[config.mk]
export PLATFORM = sky130hd
export DESIGN_NAME = descriptor_table_allocator
export DESIGN_NICKNAME = d
export VERILOG_FILES = /design/src/dta_pkg.sv /design/src/dta_ram.sv /design/src/dta_slot_unit.sv /design/src/descriptor_table_allocator.sv
export SDC_FILE = /design/constraint.sdc
export NUM_CORES = 2
export LEC_CHECK = 0
export ABC_AREA = 1
export BUFFER_PORTS_ARGS = -buffer_cell sky130_fd_sc_hd__buf_2
export CELL_PAD_IN_SITES_DETAIL_PLACEMENT = 1
export CELL_PAD_IN_SITES_GLOBAL_PLACEMENT = 1
export CORE_MARGIN = 4
export CORE_UTILIZATION = 50
export CTS_CLUSTER_DIAMETER = 40
export CTS_CLUSTER_SIZE = 24
export DETAILED_ROUTE_END_ITERATION = 12
export PLACE_DENSITY_LB_ADDON = 0.2
export SETUP_SLACK_MARGIN = 0.1
export SLEW_MARGIN = 25
export SYNTH_ARGS = -nofsm -noshare
export SYNTH_HDL_FRONTEND = slang
export SYNTH_HIERARCHICAL = 1
export SYNTH_SLANG_ARGS = --single-unit
[constraint.sdc]
create_clock -name clk_i -period 9.7 [get_ports clk_i]
set_input_delay 0.97 -clock clk_i [delete_from_list [all_inputs] [get_ports clk_i]]
set_output_delay 0.97 -clock clk_i [all_outputs]
set_load 0.02 [all_outputs]
[src/dta_pkg.sv]
// Shared types, codes and default sizes of the descriptor table allocator.
`default_nettype none

package dta_pkg;

  // Default sizes
  localparam int unsigned PROCS_DEF       = 16;
  localparam int unsigned SLOTS_DEF       = 6;
  localparam int unsigned OFFSET_BITS_DEF = 16;

  // Command codes
  typedef enum logic [2:0] {
    CMD_OPEN       = 3'd0,
    CMD_CLOSE      = 3'd1,
    CMD_CLOSE_PROC = 3'd2,
    CMD_COUNT      = 3'd3,
    CMD_DUP        = 3'd4,
    CMD_INHERIT    = 3'd5,
    CMD_SEEK       = 3'd6,
    CMD_TELL       = 3'd7
  } cmd_e;

  // Status codes
  typedef enum logic [2:0] {
    ST_OK       = 3'd0,
    ST_NO_TABLE = 3'd1,
    ST_NO_DESC  = 3'd2,
    ST_FULL     = 3'd3,
    ST_SOCKET   = 3'd4
  } status_e;

  // Result of one pass of the slot scan unit
  typedef struct packed {
    logic [2:0] free_idx;  // lowest free slot
    logic       full;      // no free slot
    logic       fd_ok;     // selected slot exists and is in use
    logic [3:0] count;     // used slots
  } slot_info_t;

endpackage

`default_nettype wire

[src/dta_ram.sv]
// Generic simple dual-port RAM with registered read.
`default_nettype none

module dta_ram #(
  parameter int unsigned WIDTH = 8,
  parameter int unsigned DEPTH = 16,
  localparam int unsigned AW   = (DEPTH > 1) ? $clog2(DEPTH) : 1
) (
  input  wire logic             clk_i,
  input  wire logic             we_i,
  input  wire logic [AW-1:0]    waddr_i,
  input  wire logic [WIDTH-1:0] wdata_i,
  input  wire logic [AW-1:0]    raddr_i,
  output logic      [WIDTH-1:0] rdata_o
);

  logic [WIDTH-1:0] mem_q [DEPTH];

  always_ff @(posedge clk_i) begin
    if (we_i) begin
      mem_q[waddr_i] <= wdata_i;
    end
    rdata_o <= mem_q[raddr_i];
  end

endmodule

`default_nettype wire

[src/dta_slot_unit.sv]
// Slot scan unit: lowest free slot, used count and slot check of one table row.
`default_nettype none

module dta_slot_unit
  import dta_pkg::*;
#(
  parameter int unsigned SLOTS = SLOTS_DEF
) (
  input  wire logic [SLOTS-1:0] mask_i,
  input  wire logic [2:0]       fd_i,
  output slot_info_t            info_o
);

  always_comb begin
    info_o = '0;
    info_o.full = &mask_i;
    // scan from the top so the lowest free slot wins
    for (int s = SLOTS - 1; s >= 0; s--) begin
      if (!mask_i[s]) begin
        info_o.free_idx = 3'(s);
      end
    end
    for (int s = 0; s < SLOTS; s++) begin
      info_o.count = 4'(info_o.count + 4'(mask_i[s]));
      if (fd_i == 3'(s) && mask_i[s]) begin
        info_o.fd_ok = 1'b1;
      end
    end
  end

endmodule

`default_nettype wire

[src/descriptor_table_allocator.sv]
// Descriptor table allocator: top level with command sequencer and table storage.
//
// Keeps one descriptor table of SLOTS slots for each of PROCS processes. A
// request carries one command (open, close, close_process, count, dup,
// inherit, seek, tell) and yields exactly one result. The block works on one
// request at a time and deasserts in_ready_o until the sequencer is back in
// idle; a finished result sits in an output register, so the next request is
// taken while the previous result still waits for out_ready_i. A pid out of
// range goes straight to the result. Other commands read the source row;
// dup then reads the target row and the source entry, seek and tell the
// entry, and inherit checks each parent slot in turn and, for a used slot
// with a known target, places a copy if the target has room. Reads of the
// used-mask RAM and the attribute RAM are registered, and inherit walks the
// parent slots one by one through the shared slot scan unit, re-reading the
// parent row at every slot. The used masks live in a RAM with one valid bit
// per row in flops, so reset clears every table at once and no clearing pass
// is needed. Slot attributes (kind, mode, offset) live in a second RAM that
// is never cleared; only slots marked used are read from it.
`default_nettype none

module descriptor_table_allocator
  import dta_pkg::*;
#(
  parameter int unsigned PROCS       = PROCS_DEF,
  parameter int unsigned SLOTS       = SLOTS_DEF,
  parameter int unsigned OFFSET_BITS = OFFSET_BITS_DEF
) (
  input  wire logic        clk_i,
  input  wire logic        rst_ni,
  // request channel
  input  wire logic        in_valid_i,
  output logic             in_ready_o,
  input  wire logic [2:0]  cmd_i,
  input  wire logic [7:0]  pid_i,
  input  wire logic [2:0]  fd_number_i,
  input  wire logic [7:0]  target_pid_i,
  input  wire logic        is_socket_i,
  input  wire logic [1:0]  access_mode_i,
  input  wire logic [15:0] seek_target_i,
  input  wire logic [15:0] file_length_i,
  // result channel
  output logic             out_valid_o,
  input  wire logic        out_ready_i,
  output logic [2:0]       status_o,
  output logic [2:0]       slot_out_o,
  output logic [15:0]      value_out_o,
  output logic             entry_socket_o,
  output logic [1:0]       entry_mode_o
);

  localparam int unsigned PID_W      = (PROCS > 1) ? $clog2(PROCS) : 1;
  localparam int unsigned ROWS       = 1 << PID_W;
  localparam int unsigned SW         = (SLOTS > 1) ? $clog2(SLOTS) : 1;
  localparam int unsigned ATTR_W     = 3 + OFFSET_BITS;
  localparam int unsigned ATTR_DEPTH = PROCS << SW;
  localparam int unsigned ATTR_AW    = PID_W + SW;

  // one-hot sequencer
  typedef enum logic [7:0] {
    S_IDLE    = 8'b0000_0001,
    S_SRC     = 8'b0000_0010,  // source row read back
    S_ATTR    = 8'b0000_0100,  // seek / tell entry read back
    S_DUP     = 8'b0000_1000,  // dup: target row and source entry read back
    S_INH_RD  = 8'b0001_0000,  // inherit: re-read parent row
    S_INH_CHK = 8'b0010_0000,  // inherit: check one parent slot
    S_INH_WR  = 8'b0100_0000,  // inherit: place the copy
    S_DONE    = 8'b1000_0000   // result ready for the output register
  } state_e;

  state_e state_q, state_d;

  // latched request
  cmd_e             cmd_q, cmd_d;
  logic [PID_W-1:0] pid_q, pid_d;
  logic [PID_W-1:0] tgt_q, tgt_d;
  logic             tgt_ok_q, tgt_ok_d;
  logic [2:0]       fd_q, fd_d;
  logic             sock_q, sock_d;
  logic [1:0]       mode_q, mode_d;
  logic [15:0]      seek_q, seek_d;
  logic [15:0]      flen_q, flen_d;

  // inherit walk
  logic [2:0] slot_q, slot_d;
  logic [3:0] cnt_q, cnt_d;

  // pending result
  status_e     res_status_q, res_status_d;
  logic [2:0]  res_slot_q, res_slot_d;
  logic [15:0] res_value_q, res_value_d;
  logic        res_sock_q, res_sock_d;
  logic [1:0]  res_mode_q, res_mode_d;

  // output register
  logic        out_valid_q, out_valid_d;
  status_e     out_status_q, out_status_d;
  logic [2:0]  out_slot_q, out_slot_d;
  logic [15:0] out_value_q, out_value_d;
  logic        out_sock_q, out_sock_d;
  logic [1:0]  out_mode_q, out_mode_d;

  // used-mask RAM and its row valid bits
  logic              used_we;
  logic [PID_W-1:0]  used_waddr, used_raddr;
  logic [SLOTS-1:0]  used_wdata, used_rdata, used_mask;
  logic [ROWS-1:0]   row_vld_q, row_vld_d;
  logic              rd_vld_q;

  // attribute RAM: {socket, mode, offset}
  logic               attr_we;
  logic [ATTR_AW-1:0] attr_waddr, attr_raddr;
  logic [ATTR_W-1:0]  attr_wdata, attr_rdata;

  // shared slot scan unit
  logic [2:0]       unit_fd;
  slot_info_t       info;
  logic [SLOTS-1:0] free_bit, fd_bit;

  logic        pid_ok_i, out_free;
  logic [15:0] clamp16;
  logic [31:0] clamp32, off32;

  assign pid_ok_i = 32'(pid_i) < 32'(PROCS);
  assign out_free = !out_valid_q || out_ready_i;

  // a row never written reads as all slots free
  assign used_mask = used_rdata & {SLOTS{rd_vld_q}};

  assign free_bit = SLOTS'(1) << info.free_idx;
  assign fd_bit   = SLOTS'(1) << fd_q;

  assign clamp16 = (seek_q > flen_q) ? flen_q : seek_q;
  assign clamp32 = 32'(clamp16);
  assign off32   = 32'(attr_rdata[OFFSET_BITS-1:0]);

  dta_ram #(
    .WIDTH (SLOTS),
    .DEPTH (PROCS)
  ) u_used_ram (
    .clk_i   (clk_i),
    .we_i    (used_we),
    .waddr_i (used_waddr),
    .wdata_i (used_wdata),
    .raddr_i (used_raddr),
    .rdata_o (used_rdata)
  );

  dta_ram #(
    .WIDTH (ATTR_W),
    .DEPTH (ATTR_DEPTH)
  ) u_attr_ram (
    .clk_i   (clk_i),
    .we_i    (attr_we),
    .waddr_i (attr_waddr),
    .wdata_i (attr_wdata),
    .raddr_i (attr_raddr),
    .rdata_o (attr_rdata)
  );

  dta_slot_unit #(
    .SLOTS (SLOTS)
  ) u_slot_unit (
    .mask_i (used_mask),
    .fd_i   (unit_fd),
    .info_o (info)
  );

  assign unit_fd = (cmd_q == CMD_INHERIT) ? slot_q : fd_q;

  always_comb begin
    state_d      = state_q;
    cmd_d        = cmd_q;
    pid_d        = pid_q;
    tgt_d        = tgt_q;
    tgt_ok_d     = tgt_ok_q;
    fd_d         = fd_q;
    sock_d       = sock_q;
    mode_d       = mode_q;
    seek_d       = seek_q;
    flen_d       = flen_q;
    slot_d       = slot_q;
    cnt_d        = cnt_q;
    res_status_d = res_status_q;
    res_slot_d   = res_slot_q;
    res_value_d  = res_value_q;
    res_sock_d   = res_sock_q;
    res_mode_d   = res_mode_q;
    row_vld_d    = row_vld_q;

    in_ready_o = 1'b0;
    used_we    = 1'b0;
    used_waddr = pid_q;
    used_wdata = used_mask | free_bit;
    used_raddr = pid_q;
    attr_we    = 1'b0;
    attr_waddr = {pid_q, info.free_idx[SW-1:0]};
    attr_wdata = {sock_q, mode_q, clamp32[OFFSET_BITS-1:0]};
    attr_raddr = {pid_q, fd_q[SW-1:0]};

    case (state_q)
      S_IDLE: begin
        in_ready_o = 1'b1;
        used_raddr = pid_i[PID_W-1:0];
        if (in_valid_i) begin
          cmd_d        = cmd_e'(cmd_i);
          pid_d        = pid_i[PID_W-1:0];
          tgt_d        = target_pid_i[PID_W-1:0];
          tgt_ok_d     = 32'(target_pid_i) < 32'(PROCS);
          fd_d         = fd_number_i;
          sock_d       = is_socket_i;
          mode_d       = access_mode_i;
          seek_d       = seek_target_i;
          flen_d       = file_length_i;
          slot_d       = '0;
          cnt_d        = '0;
          res_status_d = ST_OK;
          res_slot_d   = '0;
          res_value_d  = '0;
          res_sock_d   = 1'b0;
          res_mode_d   = '0;
          if (!pid_ok_i) begin
            res_status_d = ST_NO_TABLE;
            state_d      = S_DONE;
          end else if (cmd_e'(cmd_i) == CMD_INHERIT) begin
            state_d = S_INH_CHK;
          end else begin
            state_d = S_SRC;
          end
        end
      end

      S_SRC: begin
        state_d = S_DONE;
        case (cmd_q)
          CMD_OPEN: begin
            if (info.full) begin
              res_status_d = ST_FULL;
            end else begin
              used_we    = 1'b1;
              attr_we    = 1'b1;
              attr_wdata = {sock_q, mode_q, {OFFSET_BITS{1'b0}}};
              res_slot_d = info.free_idx;
            end
          end
          CMD_CLOSE: begin
            if (!info.fd_ok) begin
              res_status_d = ST_NO_DESC;
            end else begin
              used_we    = 1'b1;
              used_wdata = used_mask & ~fd_bit;
            end
          end
          CMD_CLOSE_PROC: begin
            res_value_d = 16'(info.count);
            used_we     = 1'b1;
            used_wdata  = '0;
          end
          CMD_COUNT: begin
            res_value_d = 16'(info.count);
          end
          CMD_DUP: begin
            if (!info.fd_ok) begin
              res_status_d = ST_NO_DESC;
            end else if (!tgt_ok_q) begin
              res_status_d = ST_NO_TABLE;
            end else begin
              used_raddr = tgt_q;
              state_d    = S_DUP;
            end
          end
          CMD_SEEK, CMD_TELL: begin
            if (!info.fd_ok) begin
              res_status_d = ST_NO_DESC;
            end else begin
              state_d = S_ATTR;
            end
          end
          default: ;
        endcase
      end

      S_ATTR: begin
        state_d = S_DONE;
        if (cmd_q == CMD_SEEK) begin
          if (attr_rdata[ATTR_W-1]) begin
            res_status_d = ST_SOCKET;
          end else begin
            attr_we    = 1'b1;
            attr_waddr = {pid_q, fd_q[SW-1:0]};
            attr_wdata = {attr_rdata[ATTR_W-1 -: 3], clamp32[OFFSET_BITS-1:0]};
          end
        end else begin
          res_value_d = off32[15:0];
          res_sock_d  = attr_rdata[ATTR_W-1];
          res_mode_d  = attr_rdata[ATTR_W-2 -: 2];
        end
      end

      S_DUP: begin
        state_d = S_DONE;
        if (info.full) begin
          res_status_d = ST_FULL;
        end else begin
          used_we    = 1'b1;
          used_waddr = tgt_q;
          attr_we    = 1'b1;
          attr_waddr = {tgt_q, info.free_idx[SW-1:0]};
          attr_wdata = attr_rdata;
          res_slot_d = info.free_idx;
        end
      end

      S_INH_RD: begin
        state_d = S_INH_CHK;
      end

      S_INH_CHK: begin
        attr_raddr = {pid_q, slot_q[SW-1:0]};
        if (info.fd_ok && tgt_ok_q) begin
          used_raddr = tgt_q;
          state_d    = S_INH_WR;
        end else if (slot_q == 3'(SLOTS - 1)) begin
          res_value_d = 16'(cnt_q);
          state_d     = S_DONE;
        end else begin
          slot_d  = 3'(slot_q + 3'd1);
          state_d = S_INH_RD;
        end
      end

      S_INH_WR: begin
        if (!info.full) begin
          used_we    = 1'b1;
          used_waddr = tgt_q;
          attr_we    = 1'b1;
          attr_waddr = {tgt_q, info.free_idx[SW-1:0]};
          attr_wdata = attr_rdata;
          cnt_d      = 4'(cnt_q + 4'd1);
        end
        // parent row is re-read next cycle, after this write has landed
        if (slot_q == 3'(SLOTS - 1)) begin
          res_value_d = 16'(cnt_d);
          state_d     = S_DONE;
        end else begin
          slot_d  = 3'(slot_q + 3'd1);
          state_d = S_INH_RD;
        end
      end

      S_DONE: begin
        if (out_free) begin
          state_d = S_IDLE;
        end
      end

      default: begin
        state_d = S_IDLE;
      end
    endcase

    if (used_we) begin
      row_vld_d[used_waddr] = 1'b1;
    end
  end

  // output register
  always_comb begin
    out_valid_d  = out_valid_q && !out_ready_i;
    out_status_d = out_status_q;
    out_slot_d   = out_slot_q;
    out_value_d  = out_value_q;
    out_sock_d   = out_sock_q;
    out_mode_d   = out_mode_q;
    if (state_q == S_DONE && out_free) begin
      out_valid_d  = 1'b1;
      out_status_d = res_status_q;
      out_slot_d   = res_slot_q;
      out_value_d  = res_value_q;
      out_sock_d   = res_sock_q;
      out_mode_d   = res_mode_q;
    end
  end

  always_ff @(posedge clk_i or negedge rst_ni) begin
    if (!rst_ni) begin
      state_q     <= S_IDLE;
      out_valid_q <= 1'b0;
      row_vld_q   <= '0;
      rd_vld_q    <= 1'b0;
    end else begin
      state_q     <= state_d;
      out_valid_q <= out_valid_d;
      row_vld_q   <= row_vld_d;
      rd_vld_q    <= row_vld_q[used_raddr];
    end
  end

  always_ff @(posedge clk_i) begin
    cmd_q        <= cmd_d;
    pid_q        <= pid_d;
    tgt_q        <= tgt_d;
    tgt_ok_q     <= tgt_ok_d;
    fd_q         <= fd_d;
    sock_q       <= sock_d;
    mode_q       <= mode_d;
    seek_q       <= seek_d;
    flen_q       <= flen_d;
    slot_q       <= slot_d;
    cnt_q        <= cnt_d;
    res_status_q <= res_status_d;
    res_slot_q   <= res_slot_d;
    res_value_q  <= res_value_d;
    res_sock_q   <= res_sock_d;
    res_mode_q   <= res_mode_d;
    out_status_q <= out_status_d;
    out_slot_q   <= out_slot_d;
    out_value_q  <= out_value_d;
    out_sock_q   <= out_sock_d;
    out_mode_q   <= out_mode_d;
  end

  assign out_valid_o    = out_valid_q;
  assign status_o       = out_status_q;
  assign slot_out_o     = out_slot_q;
  assign value_out_o    = out_value_q;
  assign entry_socket_o = out_sock_q;
  assign entry_mode_o   = out_mode_q;

endmodule

`default_nettype wire

==> run metrics <==
htree depth=5; Seq/Total Area, Yosys=73.6%; Hold Buf Count CTS=0; crit path time final=5.91 ns; Data arrival, critical path=6.80 ns; Reg clk slew, reported paths=0.06 ns; CP endpoint kind=flip-flop; Resized cells post-CTS=0; most used cell, CP=nand3_1; Final Cycle Share=60.9%; Post CTS Setup Buffer Count=0; Least-Margin Pin Slew=1.20 ns; Fin. Hold Viols=0; GR Overflow Total=0; most common cell after layout, fill and taps aside=nand2_1; vias=77507; final net count=9401; RSZ-0062 raised after global routing=no; Syn Nets=9275; Hold WC Path Type=in2async; CP Max Fanout=200; Finished Layout Cells=12494; crit path launch type=flip-flop; Synth Warn #=6; Post-DP HPWL=200000 µm; # IOs=88; post-synthesis register bit count=2686; ANT nets after route=0; CTS tree=built; area delta synth->final=16.1%; CTS Buf Count=392; initial core utilization=50.2%; ratio of cells with drive above 1 in the final layout=12.4%; worst-path cell chain=inv_1, nand2_1, nor2_1, nand2_1, nand2_1, o21ai_4, buf_4, inv_8, buf_16, buf_12, nand2_1, nand3_1, nand3_1, nand3_1, nand3_1, nand3_1, nand3_1, nand2_1; placed insts=11771; clk root buf=clkbuf_16; Critical Setup Path Class=reg2reg; Syn Area/Cell=11.9 µm²; Die Ht=475 µm; row count=171; PD cells=284 mW/mm²; slowest CP cell=buf_12; fillers=21481; multi-input logic area=0.0261 mm²; Peak supply drop=0.000229 V; gp weighted congestion=0.875; Slew HR=19.2%; Final Skew=0.0678 ns; Largest stage delay, worst path=0.62 ns; Leakage=45.3 nW; Hold Slack=0.0519 ns; most frequent cells in the layout=nand2_1 (2728), edfxtp_1 (2635), nand3_1 (2504), clkbuf_16 (400), inv_1 (189); Util after Layout=58.3%; Die Area=0.226 mm²; CP required=10.60 ns; Die X=475 µm; WL final=366000 µm; drt wl/cell=29.3 µm; Core Area=0.217 mm²; first-pass GRT wire length=536000 µm; mean number of vias per cell=6.20; GRT Overall Usage=32.2%; outcome=finished clean; Max Fclk=169 MHz; final setup fails=0; Post-synth EDFFs=2635; clock buffer depth=4; initial antenna violation count=16; dominant synthesized flop cell=edfxtp_1; Fin Setup TNS=0 ns; I/O Buffers=87; largest net degree at the start of global routing=201; final max-slew violation count=0; 1st-iter DRT viols=8710; Register Area=0.0803 mm²; Clock Latency Late Sink=1.00 ns; vias in the first global route=81411; number of remaining DRC errors=0; Synth cell types=58; max-cap violations=0; fraction of registers with async set/reset=0.968%; clock sink count=2686; cell count after synthesis=9190; Cell Area, Synth=0.109 mm²; Pre-antenna DRT Iters=5
[cells by family after synthesis]
logic type / synth area share (%)
fa+ha+maj: 0.296
flops: 73.6
other cells: 0.00344
buf+inv: 3.19
xor+xnor: 0.0161
compound gates: 0.850
simple gates: 22.0
[worst max-delay path: cells and delay by family (launching register included)]
kind,cells,cell delay (ns)
and+or+nand+nor,12,3.14
buffers and inverters,5,1.78
DFF,1,0.38
AOI/OAI and AO/OA,1,0.07
[flip-flops by register name, indices dropped and copies added (netlist names), 4 cells and up]
name                count
u_used_ram/rdata_o      6
u_used_ram/mem_q       96
seek_q                 16
pid_q                   4
flen_q                 16
row_vld_q              16
u_attr_ram/mem_q     2432
cnt_q                   4
res_value_q            16
value_out_o            16
u_attr_ram/rdata_o     19
state_q                 8
tgt_q                   4
[cell usage after synthesis (2+ instances only)]
cell | n | area, µm²
dfxtp_1 | 25 | 500
nor2_1 | 223 | 837
nor3_1 | 19 | 95.1
nand2_1 | 2728 | 10200
clkbuf_1 | 183 | 687
nand2_4 | 3 | 33.8
o21ai_0 | 52 | 260
nand4_1 | 6 | 37.5
edfxtp_1 | 2635 | 79100
buf_1 | 77 | 289
a21oi_1 | 34 | 170
nand3b_1 | 3 | 22.5
or2_2 | 2 | 12.5
nor2_2 | 3 | 18.8
inv_1 | 191 | 717
a31oi_1 | 10 | 62.6
nor3b_1 | 2 | 15.0
buf_2 | 295 | 1480
a21boi_0 | 4 | 30.0
inv_2 | 38 | 143
o21ai_4 | 3 | 48.8
buf_6 | 2 | 22.5
nor2_4 | 3 | 33.8
a211o_1 | 3 | 26.3
o21a_1 | 2 | 15.0
fa_1 | 3 | 60.1
ha_1 | 21 | 263
o31ai_1 | 2 | 15.0
dfrtp_1 | 25 | 626
nand2_2 | 4 | 25.0
nand3_1 | 2504 | 12500
nand3_4 | 2 | 35.0
nand3_2 | 5 | 50.1
o21ai_1 | 16 | 80.1
a22oi_1 | 2 | 15.0
o22ai_1 | 15 | 93.8
o211ai_1 | 2 | 15.0
buf_4 | 16 | 120
nor4_1 | 5 | 31.3
clkinv_2 | 4 | 20.0
[final timing paths]
path	to	from	cells after the start	slack [ns]
max reg2reg	u_attr_ram/rdata_o[5]$_DFF_P_	state_q[6]$_DFFE_PN0P_	18	3.79
max in group asynchronous	state_q[2]$_DFFE_PN0P_	rst_ni	1	9.17
max	u_attr_ram/rdata_o[5]$_DFF_P_	state_q[6]$_DFFE_PN0P_	18	3.79
min in group clk_i	flen_q[14]$_DFFE_PP_	file_length_i[14]	1	0.16
min	row_vld_q[6]$_DFFE_PN0P_	rst_ni	1	0.05
min reg2reg	value_out_o[11]$_DFFE_PP_	res_value_q[11]$_DFFE_PP_	0	0.42
[where the power goes]
part	internal (mW)	switching (mW)	total (mW)
clock network	8.76	5.64	14.4
registers	14.3	0.262	14.5
logic	1.43	5.60	7.03
[per-stage QoR]
stage	power [mW]	worst slack (ns)	cell area, µm²
floorplan	18.6	2.05	109000
global placement	21.2	3.98	113000
detailed placement	21.5	3.94	113000
CTS	36.0	3.89	126000
global route	37.1	3.47	127000
finish	36.0	3.79	127000
[area by class of cell]
class,count,area share (%)
Multi-Input combinational cell,5697,20.6
Antenna cell,5,0.00988
Clock inverter,293,2.52
Tap cell,2854,2.82
Timing Repair Buffer,305,1.96
Inverter,234,0.719
Sequential cell,2686,63.4
Clock buffer,420,7.99
[per-layer routing]
| metal | vias up | share of wire (%) | global-route usage (%) |
|---|---|---|---|
| met2 | 3845 | 48 | 52.1 |
| met4 | 10 | 5.6 | 16.8 |
| met1 | 39784 | 38 | 41.9 |
| met3 | 876 | 8.3 | 5.68 |
| li1 | 32992 | - | - |
| met5 | - | 0.018 | 0 |
Note: power is estimated with default switching activity, not from simulation.
